===== config.mk =====
export PLATFORM = sky130hd
export DESIGN_NAME = march_memory_test_sequencer
export DESIGN_NICKNAME = d
export VERILOG_FILES = /design/src/design/mts_pkg.sv /design/src/design/march_memory_test_sequencer.sv
export SDC_FILE = /design/constraint.sdc
export NUM_CORES = 1
export LEC_CHECK = 0
export ABC_AREA = 1
export BUFFER_PORTS_ARGS = -buffer_cell sky130_fd_sc_hd__buf_2
export CELL_PAD_IN_SITES_DETAIL_PLACEMENT = 1
export CELL_PAD_IN_SITES_GLOBAL_PLACEMENT = 1
export CORE_MARGIN = 2
export CORE_UTILIZATION = 38
export DETAILED_ROUTE_END_ITERATION = 8
export GPL_ROUTABILITY_DRIVEN = 0
export GPL_TIMING_DRIVEN = 0
export PLACE_DENSITY = 0.75
export SYNTH_ARGS = -nofsm -noshare
export SYNTH_HDL_FRONTEND = slang
export SYNTH_SLANG_ARGS = --single-unit

===== constraint.sdc =====
create_clock -name clk -period 6.4 [get_ports clk]
set_input_delay 0.32 -clock clk [delete_from_list [all_inputs] [get_ports clk]]
set_output_delay 0.32 -clock clk [all_outputs]
set_load 0.01 [all_outputs]

===== src/design/mts_pkg.sv =====
package mts_pkg;

  // Width of a memory word.
  localparam int DATA_WIDTH = 16;

  // Number of background patterns in one full test.
  localparam logic [2:0] NUM_PATTERNS = 3'd5;

  typedef logic [DATA_WIDTH-1:0] word_t;

  // Kind of an input transaction.
  typedef enum logic {
    KIND_START = 1'b0,
    KIND_STEP  = 1'b1
  } kind_t;

  // Command or verdict code of one result.
  typedef enum logic [2:0] {
    OP_NONE  = 3'd0,
    OP_WRITE = 3'd1,
    OP_READ  = 3'd2,
    OP_PASS  = 3'd3,
    OP_FAIL  = 3'd4
  } op_t;

  // Test sequencer phase.
  typedef enum logic [2:0] {
    PH_IDLE  = 3'd0,
    PH_WRITE = 3'd1,
    PH_UP    = 3'd2,
    PH_DOWN  = 3'd3,
    PH_DONE  = 3'd4
  } phase_t;

  // Configuration register indexes.
  typedef enum logic {
    REG_START = 1'b0,
    REG_END   = 1'b1
  } cfg_reg_t;

  // Background pattern for a pattern index; indexes past the list read as zero.
  function automatic word_t pattern_word(input logic [2:0] idx);
    word_t w;
    unique case (idx)
      3'd0:    w = 16'hFF00;
      3'd1:    w = 16'h0F0F;
      3'd2:    w = 16'h3333;
      3'd3:    w = 16'h5555;
      default: w = 16'h0000;
    endcase
    return w;
  endfunction

endpackage


===== src/design/march_memory_test_sequencer.sv =====
// March memory test sequencer for a memory built-in self-test.
// Input channel (in_): one transaction per step. in_tuser is the kind flag
// (0 starts a new test over [start, end), 1 steps the test) and in_tdata
// returns the read data for the previous read command.
// Result channel (out_): exactly one transaction per input transaction, in
// order. out_tuser carries the op (a write or read command, op none, or a
// passed or failed verdict); out_tdata carries address and data words.
// Configuration channel (cfg_): writes the start and end word addresses;
// it is always ready and should only be written while the block is idle.
// An accepted item passes from the input register through the next-state
// logic into the result register, where the receiver can take it.
// Throughput is one item per cycle while results are taken, set by the
// single next-state pass between the input register and the result register.
// When the receiver stalls, the result register holds and the input
// register takes one more transaction; after that in_tready drops until
// the result is taken.
// Synchronous reset clears both pipeline valids, the sequencer state
// (idle, pattern zero, address zero, no read pending) and both address
// registers.
module march_memory_test_sequencer
  import mts_pkg::*;
#(
  parameter int ADDR_WIDTH = 16
) (
  input  logic                  clk,
  input  logic                  rst_n,
  input  logic                  in_tvalid,
  output logic                  in_tready,
  input  logic [DATA_WIDTH-1:0] in_tdata,   // read_data
  input  logic                  in_tuser,   // kind
  output logic                  out_tvalid,
  input  logic                  out_tready,
  output logic [2:0]            out_tuser,  // op
  output logic [((ADDR_WIDTH+3*DATA_WIDTH+7)/8)*8-1:0] out_tdata,  // address, write_data,
                                                                  // expected_data,
                                                                  // actual_data, zero fill
  input  logic                  cfg_valid,
  output logic                  cfg_ready,
  input  logic                  cfg_addr,
  input  logic [ADDR_WIDTH-1:0] cfg_data
);

  localparam int OUT_BITS = ((ADDR_WIDTH + 3 * DATA_WIDTH + 7) / 8) * 8;
  localparam logic [ADDR_WIDTH-1:0] ADDR_ONE = ADDR_WIDTH'(1);

  logic [ADDR_WIDTH-1:0] start_r, end_r;

  // Input register.
  logic                  in_valid_r;
  logic                  kind_r;
  word_t                 rdata_r;

  // Sequencer state.
  phase_t                phase_r, phase_nxt;
  logic [2:0]            pat_idx_r, pat_idx_nxt;
  logic [ADDR_WIDTH-1:0] cur_r, cur_nxt;
  logic                  await_r, await_nxt;

  // Result register.
  logic                  out_valid_r;
  op_t                   op_r, op_nxt;
  logic [ADDR_WIDTH-1:0] addr_r, addr_nxt;
  word_t                 wd_r, wd_nxt;
  word_t                 exp_r, exp_nxt;
  word_t                 act_r, act_nxt;

  logic                  advance;
  logic                  range_ok;
  logic                  cur_below_end;
  word_t                 pat;
  word_t                 expect_word;

  // The input stage moves forward whenever the result register is free.
  assign advance   = in_valid_r && (!out_valid_r || out_tready);
  assign in_tready = !in_valid_r || !out_valid_r || out_tready;
  assign cfg_ready = 1'b1;

  // Configuration registers.
  always_ff @(posedge clk) begin
    if (!rst_n) begin
      start_r <= '0;
      end_r   <= '0;
    end else if (cfg_valid) begin
      if (cfg_addr == REG_START) begin
        start_r <= cfg_data;
      end else begin
        end_r <= cfg_data;
      end
    end
  end

  // Input register.
  always_ff @(posedge clk) begin
    if (!rst_n) begin
      in_valid_r <= 1'b0;
    end else if (in_tvalid && in_tready) begin
      in_valid_r <= 1'b1;
    end else if (advance) begin
      in_valid_r <= 1'b0;
    end
  end

  always_ff @(posedge clk) begin
    if (in_tvalid && in_tready) begin
      kind_r  <= in_tuser;
      rdata_r <= in_tdata;
    end
  end

  assign range_ok      = start_r < end_r;
  assign cur_below_end = cur_r < end_r;
  assign pat           = pattern_word(pat_idx_r);
  assign expect_word   = (phase_r == PH_UP) ? pat : ~pat;

  // Next state and result for the item in the input register.
  always_comb begin
    phase_nxt   = phase_r;
    pat_idx_nxt = pat_idx_r;
    cur_nxt     = cur_r;
    await_nxt   = 1'b0;
    op_nxt      = OP_NONE;
    addr_nxt    = '0;
    wd_nxt      = '0;
    exp_nxt     = '0;
    act_nxt     = '0;
    priority if (kind_r == KIND_START) begin
      // Start a new test from the first pattern.
      pat_idx_nxt = '0;
      if (range_ok) begin
        op_nxt    = OP_WRITE;
        addr_nxt  = start_r;
        wd_nxt    = pattern_word(3'd0);
        cur_nxt   = start_r + ADDR_ONE;
        phase_nxt = PH_WRITE;
      end else begin
        op_nxt    = OP_PASS;
        phase_nxt = PH_DONE;
      end
    end else if (await_r && (phase_r == PH_UP || phase_r == PH_DOWN)) begin
      // Check the returned word, then write back the next background.
      if (rdata_r != expect_word) begin
        op_nxt    = OP_FAIL;
        addr_nxt  = cur_r;
        exp_nxt   = expect_word;
        act_nxt   = rdata_r;
        phase_nxt = PH_DONE;
      end else begin
        op_nxt   = OP_WRITE;
        addr_nxt = cur_r;
        if (phase_r == PH_UP) begin
          wd_nxt  = ~pat;
          cur_nxt = cur_r + ADDR_ONE;
        end else begin
          wd_nxt = pat;
          if (cur_r == start_r) begin
            pat_idx_nxt = pat_idx_r + 3'd1;
            phase_nxt   = PH_WRITE;
            cur_nxt     = start_r;
          end else begin
            cur_nxt = cur_r - ADDR_ONE;
          end
        end
      end
    end else begin
      // Issue the next command of the current pass, skipping empty passes.
      unique case (phase_r)
        PH_WRITE: begin
          if (pat_idx_r >= NUM_PATTERNS) begin
            op_nxt    = OP_PASS;
            phase_nxt = PH_DONE;
          end else if (cur_below_end) begin
            op_nxt   = OP_WRITE;
            addr_nxt = cur_r;
            wd_nxt   = pat;
            cur_nxt  = cur_r + ADDR_ONE;
          end else if (range_ok) begin
            op_nxt    = OP_READ;
            addr_nxt  = start_r;
            cur_nxt   = start_r;
            phase_nxt = PH_UP;
            await_nxt = 1'b1;
          end else begin
            op_nxt    = OP_PASS;
            phase_nxt = PH_DONE;
          end
        end
        PH_UP: begin
          if (cur_below_end) begin
            op_nxt    = OP_READ;
            addr_nxt  = cur_r;
            await_nxt = 1'b1;
          end else if (range_ok) begin
            op_nxt    = OP_READ;
            addr_nxt  = end_r - ADDR_ONE;
            cur_nxt   = end_r - ADDR_ONE;
            phase_nxt = PH_DOWN;
            await_nxt = 1'b1;
          end else begin
            op_nxt    = OP_PASS;
            phase_nxt = PH_DONE;
          end
        end
        PH_DOWN: begin
          if (range_ok) begin
            op_nxt    = OP_READ;
            addr_nxt  = cur_r;
            await_nxt = 1'b1;
          end else begin
            op_nxt    = OP_PASS;
            phase_nxt = PH_DONE;
          end
        end
        default: begin
          op_nxt = OP_NONE;
        end
      endcase
    end
  end

  // Sequencer state advances once per item.
  always_ff @(posedge clk) begin
    if (!rst_n) begin
      phase_r   <= PH_IDLE;
      pat_idx_r <= '0;
      cur_r     <= '0;
      await_r   <= 1'b0;
    end else if (advance) begin
      phase_r   <= phase_nxt;
      pat_idx_r <= pat_idx_nxt;
      cur_r     <= cur_nxt;
      await_r   <= await_nxt;
    end
  end

  // Result register.
  always_ff @(posedge clk) begin
    if (!rst_n) begin
      out_valid_r <= 1'b0;
    end else if (advance) begin
      out_valid_r <= 1'b1;
    end else if (out_tready) begin
      out_valid_r <= 1'b0;
    end
  end

  always_ff @(posedge clk) begin
    if (advance) begin
      op_r   <= op_nxt;
      addr_r <= addr_nxt;
      wd_r   <= wd_nxt;
      exp_r  <= exp_nxt;
      act_r  <= act_nxt;
    end
  end

  assign out_tvalid = out_valid_r;
  assign out_tuser  = op_r;
  assign out_tdata  = OUT_BITS'({act_r, exp_r, wd_r, addr_r});

endmodule


# == After elaboration in Yosys (flattened, before gate mapping) ==
# Cells that the tools add are included.
# W data, S select, Z words.
# word_totals
ff_bits,141
input_bits,39
wordCells,136
out_inout_bits,70
# classes
n_eq_ne,23
bitwise,2
reduce_logical,19
n_addsub,5
order_cmp,3
n_mux,69
# ops
op,n
$mux W16,28
$pmux W16 S4,1
$mux W3,20
$pmux W16 S3,1
$add A16 B1 Y16 const B,2
$lt A16 B16 Y1,2
$pmux W16 S2,1
$sub A16 B1 Y16 const B,2
$pmux W3 S3,2
$eq A16 B16 Y1,1
$ne A16 B16 Y1,1
$ne A4 B3 Y1 const B,4
$not A16 Y16,1
$eq A3 B2 Y1 const B,4
$mux W1,12
$ne A5 B5 Y1 const B,2
$reduce_and A8 Y1,1
$reduce_and A7 Y1,1
$eq A3 B1 Y1 const B,2
$mux W2,3
$reduce_bool A2 Y1,3
$ne A5 B1 Y1 const B,1
$reduce_and A5 Y1,1
$logic_or A1 B1 Y1,4
15 further kinds,21

# == Logic depth before layout (Yosys ltp) ==
# logic_depth
word_depth,8
mapped_depth,19
depth_no_buf,18

# == Worst setup path before layout ==
# Ideal clock, no wire load.
# synth_timing
path_kind,flip-flop to flip-flop
start,register out_valid_r (netlist: out_tvalid)
end,register cur_r[10]
path_stages_with_launch,8
n_path_buf,1
synth_period_minus_slack_ps,4761
setup_time_ps,112
t_required_ps,6288
path_slack_ps,1639
t_arrival_ps,4650
path_cell_list,dfxtp_1 a21oi_1 nand2_1 nor2_1 nand3_4 buf_2 nor2_1 nor2_1
# synth_via
elab_chain_cells,4
# synth_lines
element,line,source
"start, declared",march_memory_test_sequencer.sv:60,logic out_valid_r;
"start signal, assigned",march_memory_test_sequencer.sv:238,out_valid_r <= 1'b0;
"start signal, assigned",march_memory_test_sequencer.sv:240,out_valid_r <= 1'b1;
"start signal, assigned",march_memory_test_sequencer.sv:242,out_valid_r <= 1'b0;
$logic_not A1 Y1,march_memory_test_sequencer.sv:74,assign advance = in_valid_r && (!out_valid_r || out_tready);
$logic_or A1 B1 Y1,march_memory_test_sequencer.sv:74,
$logic_and A1 B1 Y1,march_memory_test_sequencer.sv:74,
via advance,march_memory_test_sequencer.sv:67,logic advance;
$reduce_and A8 Y1 (no source line),n/a,
"end signal, assigned",march_memory_test_sequencer.sv:230,cur_r <= cur_nxt;
"end, declared",march_memory_test_sequencer.sv:56,"logic [ADDR_WIDTH-1:0] cur_r, cur_nxt;"
# The timed path passes the listed nets, and every way through them passes these cells.
# A chain may end at the register's enable or synchronous reset.

# == Worst setup path in the final report ==
# layout_timing
start,register end_r[13]
end,register addr_r[7] (data pin)
# layout_via
elab_chain_cells,7
word_cells_on_any_way,11
classes_between,order compare: 2; mux: 9
# layout_lines
element,line,source
"start, declared",march_memory_test_sequencer.sv:46,"logic [ADDR_WIDTH-1:0] start_r, end_r;"
"start signal, assigned",march_memory_test_sequencer.sv:87,end_r <= cfg_data;
$lt A16 B16 Y1,march_memory_test_sequencer.sv:110,assign range_ok = start_r < end_r;
$mux W16,"march_memory_test_sequencer.sv:129, march_memory_test_sequencer.sv:176",
$mux W16,march_memory_test_sequencer.sv:171,end else if (cur_below_end) begin
$mux W16,march_memory_test_sequencer.sv:168,if (pat_idx_r >= NUM_PATTERNS) begin
$pmux W16 S3,march_memory_test_sequencer.sv:166,unique case (phase_r)
$mux W16,march_memory_test_sequencer.sv:139,end else if (await_r && (phase_r == PH_UP || phase_r == PH_DOWN)) begin
$mux W16 (*),march_memory_test_sequencer.sv:126,priority if (kind_r == KIND_START) begin
via addr_nxt[7],march_memory_test_sequencer.sv:62,"logic [ADDR_WIDTH-1:0] addr_r, addr_nxt;"
"end signal, assigned",march_memory_test_sequencer.sv:249,addr_r <= addr_nxt;
"end, declared",march_memory_test_sequencer.sv:62,
# Mark *: on every way through the listed nets, which the timed path passes. The rest lies on a longest branch.

==> impl_results.md <==
- Post-CTS Setup Inserts: 0
- NumNets Final: 1633
- Worst IR Drop VDD: 0.0001951 V
- Leading area contributor after synthesis: edfxtp_1
- Ys Warns: 0
- Crit-path cells: inv_1 -> ha_1 -> a21oi_1 -> o21ai_0 -> a21oi_1 -> nand2_1 -> nor2_1 -> clkinv_1 -> o22ai_1 -> inv_1 -> nand2_1
- Vias in the first global route: 10916
- Num CTS Buffers: 17
- Power density over the cells: 259.6 nW/um2
- Initial Util: 38.43%
- FMAX: 269.0 MHz
- DP Wirelength: 31290 um
- Hold Path Stages: 1
- Crit-path max cell delay: 0.68 ns
- Post-synth ARST share: 0%
- Mean Syn Cell Area: 6.963 um2
- Hold Slack: 0.05002 ns
- CTS Hold Buffers Added: 0
- Synth cell types: 40
- Die X-Extent: 165.7 um
- Chip height: 165.7 um
- Outcome: completed
- Crit path time final: 3.717 ns
- Reg clk slew, reported paths: 0.07 ns
- Crit path DAT: 3.99 ns
- Area grow syn2layout: 16.41%
- Final-report hold violation count: 0
- Final Slew Violations: 0
- Synth Net Count: 1505
- Worst R2R Start: end_r[13]$_SDFFE_PN0P_
- Wire length per cell: 21.37 um
- Relative slew margins: 39.85%
- Num rows: 59
- Initial antenna violation count: 0
- # DRC: 0
- Ant diodes: 0
- Antenna Nets Post-Route: 0
- Synth area leaders: edfxtp_1 25%, nand2_1 14%, dfxtp_1 11%, nand3_1 7.4%, nor2_1 6.0%
- Worst skew pair latency: 0.44 ns
- Mapped Cells: 1426
- Via-to-Cell Ratio: 5.601
- Sequential area share after synthesis: 36.90%
- Final WL: 40640 um
- Critical path's slowest cell: nor2_1
- CP Capture Type: register
- Clk buf depth: 2
- Post-synth EDFFs: 84
- CP Class: reg -> reg
- DP Worst Slack: 2.909 ns
- Total number of vias: 10654
- Port buffer count: 106
- Reg2Reg Depth: 11
- TritonCTS clock tree: done
- Setup Skew: 0.01163 ns
- Cts repair resizes: 0
- Fill cells: 3409
- Leakage: 5.282 nW
- Die ar.: 27440 um2
- Worst Hold Path EP: rdata_r[13]$_DFFE_PP_
- Drt pass-1 iters: 5
- Area share of the largest cell type after synthesis: 25.40%
- First-pass GRT wire length: 62100 um
- Main synth FF type: edfxtp_1
- Gr ovfl total: 0
- Unrepaired setup endpoints after global routing: false
- Min-Delay Startpoint: in_tdata[13]
- Htree depth: 4
- I/O Pins: 109
- Worst reg2reg setup slack: 2.68 ns
- FF+latch count, synth: 141
- Crit-path max FO: 10
- Synthesized area: 9930 um2
- Root Driver: clkbuf_16
- Largest net degree at the start of global routing: 32
- Total track usage: 29.33%
- Hold WC Path Type: in -> reg
- Share of cells above drive strength 1: 12.13%
- WP data required: 6.68 ns
- Final WS setup: 2.683 ns
- Final setup vio count: 0
- Initial drt markers: 779
- Most frequent cells after synthesis: 377 x nand2_1, 158 x nor2_1, 147 x nand3_1
- RR Endpoint: addr_r[7]$_DFFE_PP_
- CORE AREA: 25840 um2
- Setup crit start kind: register
- Final Cycle Share: 58.09%
- Max-cap violations: 0
- Worst slew pin tran: 0.9023 ns
- CTS Sinks: 141
- Most common cell in the netlist: nand2_1
-- layer usage --
| layer | track usage (%) | vias to the layer above | wire (um) |
|---|---|---|---|
| met5 | 0 | - | 0 |
| met4 | 14.14 | 0 | 1828 |
| met3 | 4.421 | 108 | 2323 |
| met2 | 50.71 | 393 | 19660 |
| met1 | 35.77 | 5187 | 16830 |
| li1 | - | 4966 | - |
-- logic make-up (layout without fill, tap and decap cells) --
logic type | after synthesis | in the layout | synth area share, %
DFF | 141 | 141 | 36.90
adders and majority gates | 40 | 40 | 5.040
AOI/OAI and AO/OA | 232 | 232 | 12.58
buffers and inverters | 217 | 358 | 8.783
other | 1 | 1 | 0.03777
and+or+nand+nor | 739 | 739 | 31.65
xor gates and xnor gates | 56 | 56 | 5.015
-- how the worst max path moves through the flow --
stage,slack [ns],to,start
2_1_floorplan,1.64,cur_r[10]$_SDFFE_PN0P_,out_tvalid$_SDFFE_PN0P_
3_3_place_gp,-0.51,cur_r[4]$_SDFFE_PN0P_,out_tready
3_5_place_dp,2.91,addr_r[7]$_DFFE_PP_,end_r[13]$_SDFFE_PN0P_
4_1_cts,2.88,addr_r[7]$_DFFE_PP_,end_r[13]$_SDFFE_PN0P_
5_1_grt,2.41,addr_r[7]$_DFFE_PP_,end_r[13]$_SDFFE_PN0P_
6_report,2.68,addr_r[7]$_DFFE_PP_,end_r[13]$_SDFFE_PN0P_
-- area by class of cell --
type	instances	area, um2	area share (%)
Sequential cell	141	3664	31.70
Inverter	152	570.5	4.936
Buffer	65	301.5	2.609
Tap cell	335	419.2	3.626
Clock buffer	17	425.4	3.680
Timing Repair Buffer	109	585.6	5.066
Clock inverter	15	185.2	1.602
Multi-Input combinational cell	1068	5408	46.78
-- registers in the layout (all words and copies together), names as in the netlist, 16 cells and up --
name / cells
end_r: 16
rdata_r: 16
act_r: 16
cur_r: 16
wd_r: 16
addr_r: 16
exp_r: 16
start_r: 16
-- power by group --
group / switching [mW] / internal, mW
registers: 0.0431 / 1.02
clock network: 0.503 / 0.567
logic: 0.614 / 0.257
total: 1.16 / 1.84
-- per-stage QoR --
stage                     TNS [ns]  instances  utilization, %  area (um2)  total power, mW
after floorplan                  0       1426               -        9930            1.626
after global placement      -7.880       1867           42.11       10880            1.900
after detailed placement         0       1870           42.37       10950            1.925
after CTS                        0       1902           44.74       11560            2.984
after global routing             0       1902           44.74       11560            3.125
final                            0       1902           44.74       11560            3.001
-- critical path, delay by kind of cell, from the launching register on --
kind / cells / cell delay, ns
and+or+nand+nor: 3 / 1.03
AOI/OAI and AO/OA: 4 / 1.01
buffers and inverters: 3 / 0.92
DFF: 1 / 0.30
adders and majority gates: 1 / 0.29
-- cells in the final DEF, fill, tap and decap left out, drive strengths merged --
cell type  Yosys  layout
nand2        379     379
nor2         162     162
inv          148     160
nand3        153     153
buf           21     130
o21ai        100     100
a21oi         88      88
edfxtp        84      84
clkbuf        44      61
dfxtp         57      57
ha            40      40
xor2          38      38
xnor2         18      18
o211ai        17      17
nor3          16      16
nand4         15      15
a31oi         11      11
o22ai         10      10
or2            9       9
clkinv         4       6
o21bai         4       4
nand3b         3       3
o21a           1       1
nor4           1       1
a21o           1       1
and2           1       1
conb           1       1
bufinv         0       1
(Power assumes the default switching activity.)
